File: config.mk
export PLATFORM = sky130hd
export DESIGN_NAME = three_channel_sync_root_counter_core
export DESIGN_NICKNAME = d
export VERILOG_FILES = /design/src/rcnt_pkg.sv /design/src/rcnt_advance.sv /design/src/three_channel_sync_root_counter_core.sv
export SDC_FILE = /design/constraint.sdc
export NUM_CORES = 1
export LEC_CHECK = 0
export BUFFER_PORTS_ARGS = -buffer_cell sky130_fd_sc_hd__buf_4
export CAP_MARGIN = 20
export CORE_MARGIN = 2
export CORE_UTILIZATION = 60
export DETAILED_ROUTE_END_ITERATION = 8
export MAX_ROUTING_LAYER = met4
export PLACE_DENSITY = 0.77
export SYNTH_ARGS = -nofsm -noshare
export SYNTH_HDL_FRONTEND = slang
export SYNTH_SLANG_ARGS = --single-unit
File: constraint.sdc
create_clock -name clk -period 15.08 [get_ports clk]
set_input_delay 3.016 -clock clk [delete_from_list [all_inputs] [get_ports clk]]
set_output_delay 3.016 -clock clk [all_outputs]
set_load 0.03 [all_outputs]
File: src/rcnt_pkg.sv
// Shared types and constants for the root counter block.
// No dependencies.
package rcnt_pkg;
    localparam logic [2:0] CMD_WRITE = 3'd0;
    localparam logic [2:0] CMD_READ  = 3'd1;
    localparam logic [2:0] CMD_TICK  = 3'd2;
    localparam logic [2:0] CMD_HBS   = 3'd3;
    localparam logic [2:0] CMD_HBE   = 3'd4;
    localparam logic [2:0] CMD_VBS   = 3'd5;
    localparam logic [2:0] CMD_VBE   = 3'd6;
    localparam logic [1:0] REG_VALUE  = 2'd0;
    localparam logic [1:0] REG_MODE   = 2'd1;
    localparam logic [1:0] REG_TARGET = 2'd2;
    localparam logic CFG_DOT = 1'b0;
    localparam logic CFG_CPI = 1'b1;
    localparam int PULSE_CYCLES = 16;
    localparam logic [31:0] DOT_256 = 32'(65536 * 11 / 7 / 10);
    localparam logic [31:0] DOT_320 = 32'(65536 * 11 / 7 / 8);
    localparam logic [31:0] DOT_368 = 32'(65536 * 11 / 7 / 7);
    localparam logic [31:0] DOT_512 = 32'(65536 * 11 / 7 / 5);
    localparam logic [31:0] DOT_640 = 32'(65536 * 11 / 7 / 4);
    localparam logic [31:0] DOT_OTHER = 32'h0000_4000;

    typedef struct packed {
        logic [2:0]  cmd;
        logic [1:0]  timer_select;
        logic [1:0]  reg_select;
        logic [15:0] write_data;
        logic [7:0]  elapsed_cycles;
    } in_item_t;

    typedef struct packed {
        logic [15:0] read_data;
        logic [2:0]  irq_raise;
        logic        access_error;
    } out_item_t;

    typedef struct packed {
        logic [15:0] value;
        logic [15:0] mode;
        logic [15:0] target;
        logic [31:0] frac;
        logic [1:0]  delay;
        logic        pend;
        logic        paused;
        logic        armed;
        logic [8:0]  pulse;
    } chan_t;

    typedef struct packed {
        chan_t ch;
        logic  raised;
    } adv_t;

    function automatic logic [31:0] dot_step(input logic [2:0] sel);
        case (sel)
            3'd0: dot_step = DOT_256;
            3'd1: dot_step = DOT_320;
            3'd2: dot_step = DOT_368;
            3'd3: dot_step = DOT_512;
            default: dot_step = DOT_640;
        endcase
    endfunction
endpackage

File: src/rcnt_advance.sv
// Count advance of one counter: saturation, target match and irq logic.
// Depends on rcnt_pkg.
module rcnt_advance
    import rcnt_pkg::*;
(
    input  chan_t       ch_in,
    input  logic        en,
    input  logic [16:0] delta,
    input  logic [1:0]  idx,
    output adv_t        res
);
    logic [17:0] v;
    logic [15:0] m;
    logic        irq;
    logic [15:0] vv;

    always_comb
    begin
        res.ch     = ch_in;
        res.raised = 1'b0;
        m   = ch_in.mode;
        irq = 1'b0;
        v   = {2'b0, ch_in.value} + {1'b0, delta};
        vv  = v[15:0];
        if (en && !ch_in.paused)
        begin
            if (v >= 18'h0FFFF)
            begin
                m[12] = 1'b1;
                vv = 16'hFFFF;
                res.ch.pend = 1'b1;
                if (m[5])
                    irq = ch_in.armed;
            end
            if (ch_in.value < ch_in.target && v >= {2'b0, ch_in.target})
            begin
                m[11] = 1'b1;
                vv = ch_in.target;
                if (m[3])
                    res.ch.pend = 1'b1;
                if (m[4])
                    irq = ch_in.armed;
            end
            res.ch.value = vv;
            if (irq)
            begin
                if (m[7])
                begin
                    if (m[10])
                    begin
                        m[10] = 1'b0;
                        res.raised = 1'b1;
                    end
                    else
                        m[10] = 1'b1;
                end
                else
                begin
                    m[10] = 1'b0;
                    res.raised = 1'b1;
                    res.ch.pulse = 9'(PULSE_CYCLES);
                end
                if (!m[6])
                    res.ch.armed = 1'b0;
            end
            res.ch.mode = m;
        end
        if (idx == 2'd3)
            res.raised = 1'b0;
    end
endmodule

File: src/three_channel_sync_root_counter_core.sv
// Top level of the three-channel root counter block.
// Depends on rcnt_pkg and rcnt_advance.
//
// Usage:
// - in/in_valid/in_ready carry one item: a register write or read, a tick
//   of elapsed system cycles, or an hblank/vblank edge.
// - out/out_valid/out_ready return one result item per input item:
//   read data, irq bits raised and an access error flag.
// - cfg_we/cfg_index/cfg_data set the dot clock select and the cycles per
//   instruction; write them only while the block is idle.
// Output: the result is registered as the item is accepted.
// Throughput: one item per cycle while out_ready holds; the counter state updates in one pass
// of combinational logic between the accepted item and the state and
// result registers.
// Reset: all counters, modes and targets clear, hb_reg is set, config
// returns to dot select 1 and a cycles-per-instruction value of 2.
// Stall: while out_valid waits on out_ready, a new item is taken only if
// the result register frees in the same cycle; state never runs ahead.
module three_channel_sync_root_counter_core
    import rcnt_pkg::*;
(
    input  logic      clk,
    input  logic      rst_n,
    input  logic      in_valid,
    output logic      in_ready,
    input  in_item_t  in,
    output logic      out_valid,
    input  logic      out_ready,
    output out_item_t out,
    input  logic      cfg_we,
    input  logic      cfg_index,
    input  logic [3:0] cfg_data
);
    chan_t     ch_reg [3];
    chan_t     ch_next [3];
    chan_t     g [3];
    logic      hb_reg, hb_next, vb_reg, vb_next;
    logic [2:0] dot_reg;
    logic [3:0] cpi_reg;
    out_item_t out_reg, out_next;
    logic      ov_reg;
    logic      take;
    logic      gate [3];
    logic [31:0] f0, f2, step;
    logic [16:0] d0, d1, d2;
    logic        e0, e1, e2;
    adv_t      a0, a1, a2;
    logic [1:0] sm;
    logic [7:0] cyc;

    assign in_ready  = !ov_reg || out_ready;
    assign take      = in_valid && in_ready;
    assign out_valid = ov_reg;
    assign out       = out_reg;
    assign cyc       = in.elapsed_cycles;

    always_comb
    begin
        for (int t = 0; t < 3; t++)
        begin
            g[t] = ch_reg[t];
            gate[t] = 1'b0;
            if (ch_reg[t].pend)
            begin
                g[t].value = '0;
                g[t].pend = 1'b0;
                if (ch_reg[t].mode[3])
                    g[t].delay = 2'd1;
            end
            else if (ch_reg[t].delay != 2'd0)
                g[t].delay = ch_reg[t].delay - 2'd1;
            else
                gate[t] = 1'b1;
        end
        step = (dot_reg < 3'd5) ? 32'({28'b0, cpi_reg} * dot_step(dot_reg)) : DOT_OTHER;
        f0 = g[0].frac + step;
        f2 = g[2].frac + {24'b0, cyc};
        if (!ch_reg[0].mode[8])
        begin
            d0 = {9'b0, cyc};
            e0 = gate[0];
        end
        else
        begin
            d0 = f0[31:16] == 16'h0 ? 17'd0 : {1'b0, f0[31:16]};
            e0 = gate[0] && (f0[31:16] != 16'h0);
        end
        if (in.cmd == CMD_TICK)
        begin
            d1 = {9'b0, cyc};
            e1 = gate[1] && !ch_reg[1].mode[8];
        end
        else
        begin
            d1 = 17'd1;
            e1 = (in.cmd == CMD_HBS) && ch_reg[1].mode[8];
        end
        if (!ch_reg[2].mode[9])
        begin
            d2 = {9'b0, cyc};
            e2 = gate[2];
        end
        else
        begin
            d2 = {4'b0, f2[31:3]} > 17'h1FFFF ? 17'h1FFFF : 17'(f2[31:3]);
            e2 = gate[2] && (f2[31:3] != 29'h0);
        end
    end

    rcnt_advance u_adv0 (.ch_in(g[0]), .en(e0 && in.cmd == CMD_TICK), .delta(d0),
                         .idx(2'd0), .res(a0));
    rcnt_advance u_adv1 (.ch_in(in.cmd == CMD_TICK ? g[1] : ch_reg[1]), .en(e1),
                         .delta(d1), .idx(2'd1), .res(a1));
    rcnt_advance u_adv2 (.ch_in(g[2]), .en(e2 && in.cmd == CMD_TICK), .delta(d2),
                         .idx(2'd2), .res(a2));

    always_comb
    begin
        for (int t = 0; t < 3; t++)
            ch_next[t] = ch_reg[t];
        hb_next = hb_reg;
        vb_next = vb_reg;
        out_next = '0;
        sm = 2'd0;
        case (in.cmd)
            CMD_WRITE, CMD_READ:
            begin
                if (in.timer_select == 2'd3 || in.reg_select == 2'd3)
                    out_next.access_error = 1'b1;
                else if (in.cmd == CMD_WRITE)
                begin
                    unique case (in.reg_select)
                        REG_VALUE:
                        begin
                            ch_next[in.timer_select].value = in.write_data;
                            ch_next[in.timer_select].delay = 2'd2;
                            ch_next[in.timer_select].pend = 1'b0;
                        end
                        REG_MODE:
                        begin
                            ch_next[in.timer_select].mode = {3'b0,
                                ch_reg[in.timer_select].mode[12:11], 1'b1,
                                in.write_data[9:0]};
                            ch_next[in.timer_select].value = '0;
                            ch_next[in.timer_select].frac = '0;
                            ch_next[in.timer_select].delay = 2'd2;
                            ch_next[in.timer_select].pend = 1'b0;
                            ch_next[in.timer_select].armed = 1'b1;
                            ch_next[in.timer_select].pulse = '0;
                            sm = in.write_data[2:1];
                            if (!in.write_data[0])
                                ch_next[in.timer_select].paused = 1'b0;
                            else if (in.timer_select == 2'd2)
                                ch_next[2].paused = (sm == 2'd0 || sm == 2'd3);
                            else
                                ch_next[in.timer_select].paused =
                                    (sm == 2'd0) ? (in.timer_select == 2'd0 ? hb_reg : vb_reg) :
                                    (sm == 2'd1) ? 1'b0 :
                                    (sm == 2'd2) ? !(in.timer_select == 2'd0 ? hb_reg : vb_reg) :
                                    1'b1;
                        end
                        default:
                            ch_next[in.timer_select].target = in.write_data;
                    endcase
                end
                else
                begin
                    unique case (in.reg_select)
                        REG_VALUE:  out_next.read_data = ch_reg[in.timer_select].value;
                        REG_MODE:
                        begin
                            out_next.read_data = ch_reg[in.timer_select].mode;
                            ch_next[in.timer_select].mode[12:11] = 2'b00;
                        end
                        default:    out_next.read_data = ch_reg[in.timer_select].target;
                    endcase
                end
            end
            CMD_TICK:
            begin
                ch_next[0] = a0.ch;
                ch_next[1] = a1.ch;
                ch_next[2] = a2.ch;
                if (gate[0] && ch_reg[0].mode[8])
                    ch_next[0].frac = {16'b0, f0[15:0]};
                if (gate[2] && ch_reg[2].mode[9])
                    ch_next[2].frac = {29'b0, f2[2:0]};
                out_next.irq_raise = {a2.raised, a1.raised, a0.raised};
                for (int t = 0; t < 3; t++)
                begin
                    if (ch_next[t].pulse != 9'd0)
                    begin
                        if ({1'b0, cyc} >= ch_next[t].pulse)
                        begin
                            ch_next[t].pulse = '0;
                            ch_next[t].mode[10] = 1'b1;
                        end
                        else
                            ch_next[t].pulse = ch_next[t].pulse - {1'b0, cyc};
                    end
                end
            end
            CMD_HBS:
            begin
                if (ch_reg[0].mode[0])
                begin
                    unique case (ch_reg[0].mode[2:1])
                        2'd0: ch_next[0].paused = 1'b1;
                        2'd1: ch_next[0].value = '0;
                        2'd2:
                        begin
                            ch_next[0].value = '0;
                            ch_next[0].paused = 1'b0;
                        end
                        default: ch_next[0].paused = 1'b0;
                    endcase
                end
                ch_next[1] = a1.ch;
                out_next.irq_raise = {1'b0, a1.raised, 1'b0};
                hb_next = 1'b1;
            end
            CMD_HBE:
            begin
                if (ch_reg[0].mode[0])
                begin
                    if (ch_reg[0].mode[2:1] == 2'd0)
                        ch_next[0].paused = 1'b0;
                    else if (ch_reg[0].mode[2:1] == 2'd2)
                        ch_next[0].paused = 1'b1;
                end
                hb_next = 1'b0;
            end
            CMD_VBS:
            begin
                if (ch_reg[1].mode[0])
                begin
                    unique case (ch_reg[1].mode[2:1])
                        2'd0: ch_next[1].paused = 1'b1;
                        2'd1:
                        begin
                            ch_next[1].value = '0;
                            ch_next[1].frac = '0;
                        end
                        2'd2:
                        begin
                            ch_next[1].value = '0;
                            ch_next[1].frac = '0;
                            ch_next[1].paused = 1'b0;
                        end
                        default: ch_next[1].paused = 1'b0;
                    endcase
                end
                vb_next = 1'b1;
            end
            CMD_VBE:
            begin
                if (ch_reg[1].mode[0])
                begin
                    if (ch_reg[1].mode[2:1] == 2'd0)
                        ch_next[1].paused = 1'b0;
                    else if (ch_reg[1].mode[2:1] == 2'd2)
                        ch_next[1].paused = 1'b1;
                end
                vb_next = 1'b0;
            end
            default: ;
        endcase
    end

    always_ff @(posedge clk or negedge rst_n)
    begin
        if (!rst_n)
        begin
            for (int t = 0; t < 3; t++)
                ch_reg[t] <= '0;
            hb_reg  <= 1'b1;
            vb_reg  <= 1'b0;
            dot_reg <= 3'd1;
            cpi_reg <= 4'd2;
            ov_reg  <= 1'b0;
        end
        else
        begin
            if (take)
            begin
                for (int t = 0; t < 3; t++)
                    ch_reg[t] <= ch_next[t];
                hb_reg <= hb_next;
                vb_reg <= vb_next;
                ov_reg <= 1'b1;
            end
            else if (out_ready)
                ov_reg <= 1'b0;
            if (cfg_we)
            begin
                if (cfg_index == CFG_DOT)
                    dot_reg <= cfg_data[2:0];
                else
                    cpi_reg <= cfg_data;
            end
        end
    end

    always_ff @(posedge clk)
    begin
        if (take)
            out_reg <= out_next;
    end
endmodule

; ---- Yosys cells after proc, flatten, opt, wreduce, memory -nomap -nowiden
; Cells that the tools add are included.
[totals]
reg_bits = 312
in_bits = 41
out_inout_bits = 22
word_cells = 402
[classes]
n_addsub = 11
multipliers = 1
order_cmp = 16
eq_ne = 51
mux = 195
bitwise = 6
n_reduce_logical = 81
[ops]
columns = cell, n
row1 = $bwmux 282, 14
row2 = $demux 94 s2, 10
row3 = $mux 282, 4
row4 = $pmux 282 s2, 1
row5 = $mux 94, 4
row6 = $mux 271, 1
row7 = $mux 32, 8
row8 = $mux 16, 15
row9 = $pmux 32 s3, 2
row10 = $bmux 94 s2, 1
row11 = $pmux 94 s2, 1
row12 = $pmux 67 s2, 1
row13 = $pmux 16 s3, 2
row14 = $mux 9, 10
row15 = $mux 1, 82
row16 = $mux 78, 1
row17 = $mux 11, 7
row18 = $mux 75, 1
row19 = $mux 62, 1
row20 = $pmux 15 s4, 1
row21 = $ge 18x16->1, 3
row22 = $ge 18x16->1 const B, 3
row23 = $lt 16x16->1, 3
row24 = $reduce_and 6->1, 8
row25 = other kinds (58), 177

; ---- Longest topological paths before layout
[depth]
ltp_word = 20
mapped_depth = 61
mapped_depth_nobuf = 58

; ---- Cells and area by module
; From an unflattened synthesis, not the netlist that was laid out.
[unflattened]
hier_cells = 3591
area_unflattened_um2 = 29165.5
[by_module_without_submodules]
columns = module, n_inst, cells_per_inst, area_each_um2, seq_area_each_um2
row1 = three_channel_sync_root_counter_core, 1, 2399, 20794.9, 7911.3
row2 = rcnt_advance (u_adv0 ...), 2, 401, 2825.2, 0.0
row3 = rcnt_advance (u_adv2), 1, 390, 2720.1, 0.0

; ---- Worst setup path after synthesis
; Ideal clock, no wire load.
[synth_timing]
path_type = flip-flop to flip-flop
start = register dot_reg[0]
end = register ch_reg[260] in the netlist's numbering
setup_time_ns = 0.065
arrival_time_ns = 12.262
required_time_ns = 15.015
path_slack_ns = 2.753
path_stages_with_launch = 59
path_buffers = 3
period_less_slack_ns = 12.327
path_cell_list = dfstp_2 > nor2b_1 > clkbuf_1 > and2_1 > nand2_1 > fa_1 > inv_1 > fa_1 > ha_1 > a21o_1 > a21oi_1 > o21bai_1 > a21oi_1 > o21bai_1 > a21oi_1 > o21ai_0 > o41a_1 > a311o_1 > [23 not listed] > a31oi_1 > a31oi_1 > or3_1 > clkbuf_1 > and2_1 > ha_1 > nor2b_1 > o21ai_0 > a21boi_0 > o21ai_0 > a21boi_0 > o21a_1 > o21ai_0 > a22o_1 > nand3_1 > o22a_1 > a21oi_1 > o22a_1
[synth_via]
elab_chain_cells = 20
word_cells_on_any_way = 34
classes_between = 2 x add/sub / 1 x mul / 4 x order compare / 3 x eq/ne / 16 x mux / 8 x reduce/logical
[synth_rtl]
columns = item, line
row1 = from (decl), three_channel_sync_root_counter_core.sv:38  ; logic [2:0] dot_reg;
row2 = from (signal assigned), three_channel_sync_root_counter_core.sv:297  ; dot_reg <= cfg_data[2:0];
row3 = $eq 3x2->1 (tied with other cells), rcnt_pkg.sv:56  ; case (sel)
row4 = $pmux 15 s4, rcnt_pkg.sv:56
row5 = $mul 4x32->32, three_channel_sync_root_counter_core.sv:75  ; step = (dot_reg < 3'd5) ? 32'({28'b0, cpi_reg} * dot_step(dot_reg)) : DOT_OTHER;
row6 = $mux 32 *, three_channel_sync_root_counter_core.sv:75
row7 = $add 32x32->32 *, three_channel_sync_root_counter_core.sv:76  ; f0 = g[0].frac + step;
row8 = $logic_not 16->1, three_channel_sync_root_counter_core.sv:85  ; d0 = f0[31:16] == 16'h0 ? 17'd0 : {1'b0, f0[31:16]};
row9 = $mux 16, three_channel_sync_root_counter_core.sv:85
row10 = $mux 16, three_channel_sync_root_counter_core.sv:78  ; if (!ch_reg[0].mode[8])
row11 = [4 not listed], --
row12 = $mux 1, rcnt_advance.sv:35  ; if (ch_in.value < ch_in.target && v >= {2'b0, ch_in.target})
row13 = $mux 1, rcnt_advance.sv:25  ; if (en && !ch_in.paused)
row14 = $mux 11, rcnt_advance.sv:45  ; if (irq)
row15 = $mux 11, rcnt_advance.sv:25
row16 = $ge 8x9->1, three_channel_sync_root_counter_core.sv:193  ; if ({1'b0, cyc} >= ch_next[t].pulse)
row17 = $mux 1, three_channel_sync_root_counter_core.sv:193
row18 = $mux 1 *, three_channel_sync_root_counter_core.sv:191  ; if (ch_next[t].pulse != 9'd0)
row19 = $pmux 67 s2 *, three_channel_sync_root_counter_core.sv:125  ; case (in.cmd)
row20 = "to (signal, indexed assignment)", three_channel_sync_root_counter_core.sv:287  ; ch_reg[t] <= ch_next[t];
row21 = to (decl), three_channel_sync_root_counter_core.sv:34  ; chan_t ch_reg [3];
; Every way passes the cells marked *; elsewhere a longest branch is shown, timed or not. The select of a mux whose other input is x is not followed.
; A chain may end at the register's enable or synchronous reset.

; ---- Final worst setup path
; Ends and elaborated chain as after synthesis.

==> summary.md <==
| Metric | Value |
|---|---|
| Design Area, Final | ~26,000 µm² |
| Worst path arrival time | 14.25 ns |
| Via density | 6.565 |
| Syn. warnings | 0 |
| Flops & latches, synth | 280 |
| GR Layer Usage met1 | 0.5088 |
| Hpwl dp | 60,110 µm |
| First-pass GRT wire length | about 130,000 µm |
| Crit-path max cell delay | a little under 0.6 ns |
| Fill count | approximately 3,400 |
| ANT nets after route | 0 |
| FMAX | 72.69 MHz |
| Buffers on Ports | slightly above 60 |
| Setup TNS Final | 0 ns |
| Count leader, synth | dfrtp_1 |
| Worst setup SP type | flip-flop |
| CTS max path bufs | 3 |
| Combinational Power Share | 0.358 |
| Worst-path clk slew | 0.07 ns |
| DP Area | 25,100 µm² |
| Num Clock Sinks | 280 |
| Syn_nets | approximately 3,200 |
| Drt pass-1 iters | 6 |
| CTS buffer count | 34 |
| Switching pwr | 1.010 mW |
| CP max-delay cell | dfstp_2 |
| Synth Flop Type | dfrtp_1 |
| CORE AREA | 39,820 µm² |
| Row count | between 70 and 80 |
| Met3 Use GR | 0.08734 |
| Worst Path Buf+Inv | 1 |
| Storage cell area | 7111 µm² |
| Share of the synthesized area in the top cell type | 0.2649 |
| Number of post-CTS setup repair buffers | 0 |
| CTS hold repair buffers | 0 |
| CP endpoint kind | flip-flop |
| Vias | 22,750 |
| Switching fraction of total power | 0.3667 |
| Area Growth Syn to Fin | 8.365% |
| Pint | 1.744 mW |
| # setup viols final | 0 |
| Ys async rst share | 0.9286 |
| Mapped Cells | roughly 2,900 |
| Synthesized area | 24,280 µm² |
| Proportion of layout cells with a drive suffix above 1 | 0.07082 |
| Flop pwr share | 0.316 |
| Worst Hold Class | flip-flop to flip-flop |
| Yosys top cell by area | dfrtp_1 |
| Cell mode on critical path | a21oi_1 |
| Synth cell count leaders | dfrtp_1, nand2_1, a21oi_1 |
| Distinct cells, synth | 90 |
| Clock Skews | between 0.02 and 0.025 ns |
| CP Max Fanout | 12 |
| Multi-input gate area in the final layout | 15,830 µm² |
| Pwr dens | 104.7 nW/µm² |
| TritonCTS clock tree | done |
| Unrepaired setup endpoints after global routing | false |
| Tmin final | 13.76 ns |
| Maximum vdd ir drop | 0.0001299 V |
| Final net count | 3,211 |
| Chip Width | ~210 µm |
| Starting density of the core | 0.6096 |
| Final WL | 80,930 µm |
| Worst setup path category | flip-flop to flip-flop |
| Drt wl/cell | approximately 23 µm |
| Post-synth EDFFs | 20 |
| I/O pins | 63 |
| Least-Margin Pin Slew | 1.155 ns |
| Largest cells by area after synthesis | dfrtp_1, ha_1, a21oi_1, o21ai_0, nand2_1 |
| Full die area | ~42,000 µm² |
| Initial antenna violation count | 3 |
| Die H | 205.1 µm |
| Top Usage Layer GRT | met2 |
| Slew HR | 0.2267 |
| Largest net degree at the start of global routing | 150 |
| Clk pwr share | 0.325 |
| Number of flip-flops in the largest register | 250 |
| Clk_lat worst skew | 0.57 ns |
| Sequential fraction of the synthesis area | 0.2929 |
| Status | finished clean |
| Syn_area_per_cell | 8.282 µm² |
| DRC | 0 |
| Post-CTS Resized | 0 |
| Met2 GRT Util | 0.5917 |
| Max cap viols | 0 |
| Clk root buf | clkbuf_16 |
| Iteration-0 DRC count of the detailed router | 2,309 |
| Overall Global Routing Usage | 0.4018 |
| Final Hold Vio Count | 0 |
| Crit path max-delay family | compound AO/OA/AOI/OAI gates |
| Routability cong. | 1.012 |
| H-Tree Level Count | 2 |
| Max Slew Vio Count | 0 |
| Vias in the first global route | between 20,000 and 25,000 |
| Leak | 12.60 nW |
| GRT overflow | 0 |
| Final Cycle Share | 0.9122 |
| Worst EP required | 15.58 ns |
[path summary, 6_finish.rpt]
check,startpoint,endpoint,slack (ns),depth (start not counted)
setup / recovery,dot_reg[0],ch_reg[260],1.32,55
hold / removal,ch_reg[168],ch_reg[168],0.48,2
setup reg to reg,dot_reg[0],ch_reg[260],1.32,55
hold reg to reg,ch_reg[168],ch_reg[168],0.48,2
max in group asynchronous,rst_n,ch_reg[59],11.26,2
min in group asynchronous,rst_n,ch_reg[202],2.51,1
[stage by stage]
step	total power, mW	setup slack (ns)	hold WS (ns)	cells	util
2_1_floorplan	1.578	2.753	0.4384	2931	-
3_3_place_gp	1.820	1.976	0.4532	3402	0.6299
3_5_place_dp	1.842	1.561	0.4680	3403	0.6303
4_1_cts	2.742	1.477	0.4817	3461	0.6603
5_1_grt	2.909	0.3314	0.5048	3465	0.6606
6_report	2.753	1.324	0.4808	3465	0.6606
[worst min-delay path, delay by kind of cell, from the launching register on]
family / cells / cell delay (ns)
flops: 1 / 0.35
simple gates: 2 / 0.10
[cells in the final DEF (no fill, tap or decap), types with 53 or more instances in the layout]
| master | instances |
|---|---|
| a211oi_1 | 55 |
| a21oi_1 | 225 |
| and2_1 | 105 |
| buf_4 | 87 |
| dfrtp_1 | 257 |
| ha_1 | 221 |
| inv_1 | 213 |
| mux2i_1 | 55 |
| nand2_1 | 254 |
| nand3_1 | 53 |
| nor2_1 | 221 |
| nor2b_1 | 88 |
| nor3_1 | 55 |
| o21ai_0 | 219 |
| xnor2_1 | 58 |
[layout make-up]
class	count	share of cell area
inverter	214	0.03054
sequential	280	0.2703
clock buffer	47	0.03814
clock inverter	11	0.007229
timing repair buffer	91	0.02692
multi-input combinational	2294	0.6016
antenna	3	0.0002854
tap	525	0.02497
[per-layer routing]
layer | vias to the layer above | wire, µm
met3 | 299 | 7520
li1 | 10450 | -
met2 | 1147 | 34870
met1 | 10850 | 32970
met5 | - | 0
met4 | 0 | 5578
[cells by family after synthesis]
group,share of synthesized area
buffers and inverters,0.05608
adder cells (fa/ha/maj),0.1419
XOR/XNOR,0.03969
AO/OA/AOI/OAI,0.2321
AND/OR/NAND/NOR,0.1987
flip-flops,0.2929
multiplexers,0.03855
[power by group through the flow]
| stage | Combinational [mW] | Sequential, mW | Clock (mW) |
|---|---|---|---|
| 6_report | 0.987 | 0.871 | 0.896 |
| 5_1_grt | 1.10 | 0.877 | 0.932 |
| 4_1_cts | 0.971 | 0.869 | 0.902 |
| 3_5_place_dp | 0.960 | 0.882 | 0 |
| 3_3_place_gp | 0.940 | 0.879 | 0 |
| 2_1_floorplan | 0.717 | 0.861 | 0 |
No activity file was read; power rests on OpenSTA's default activity.
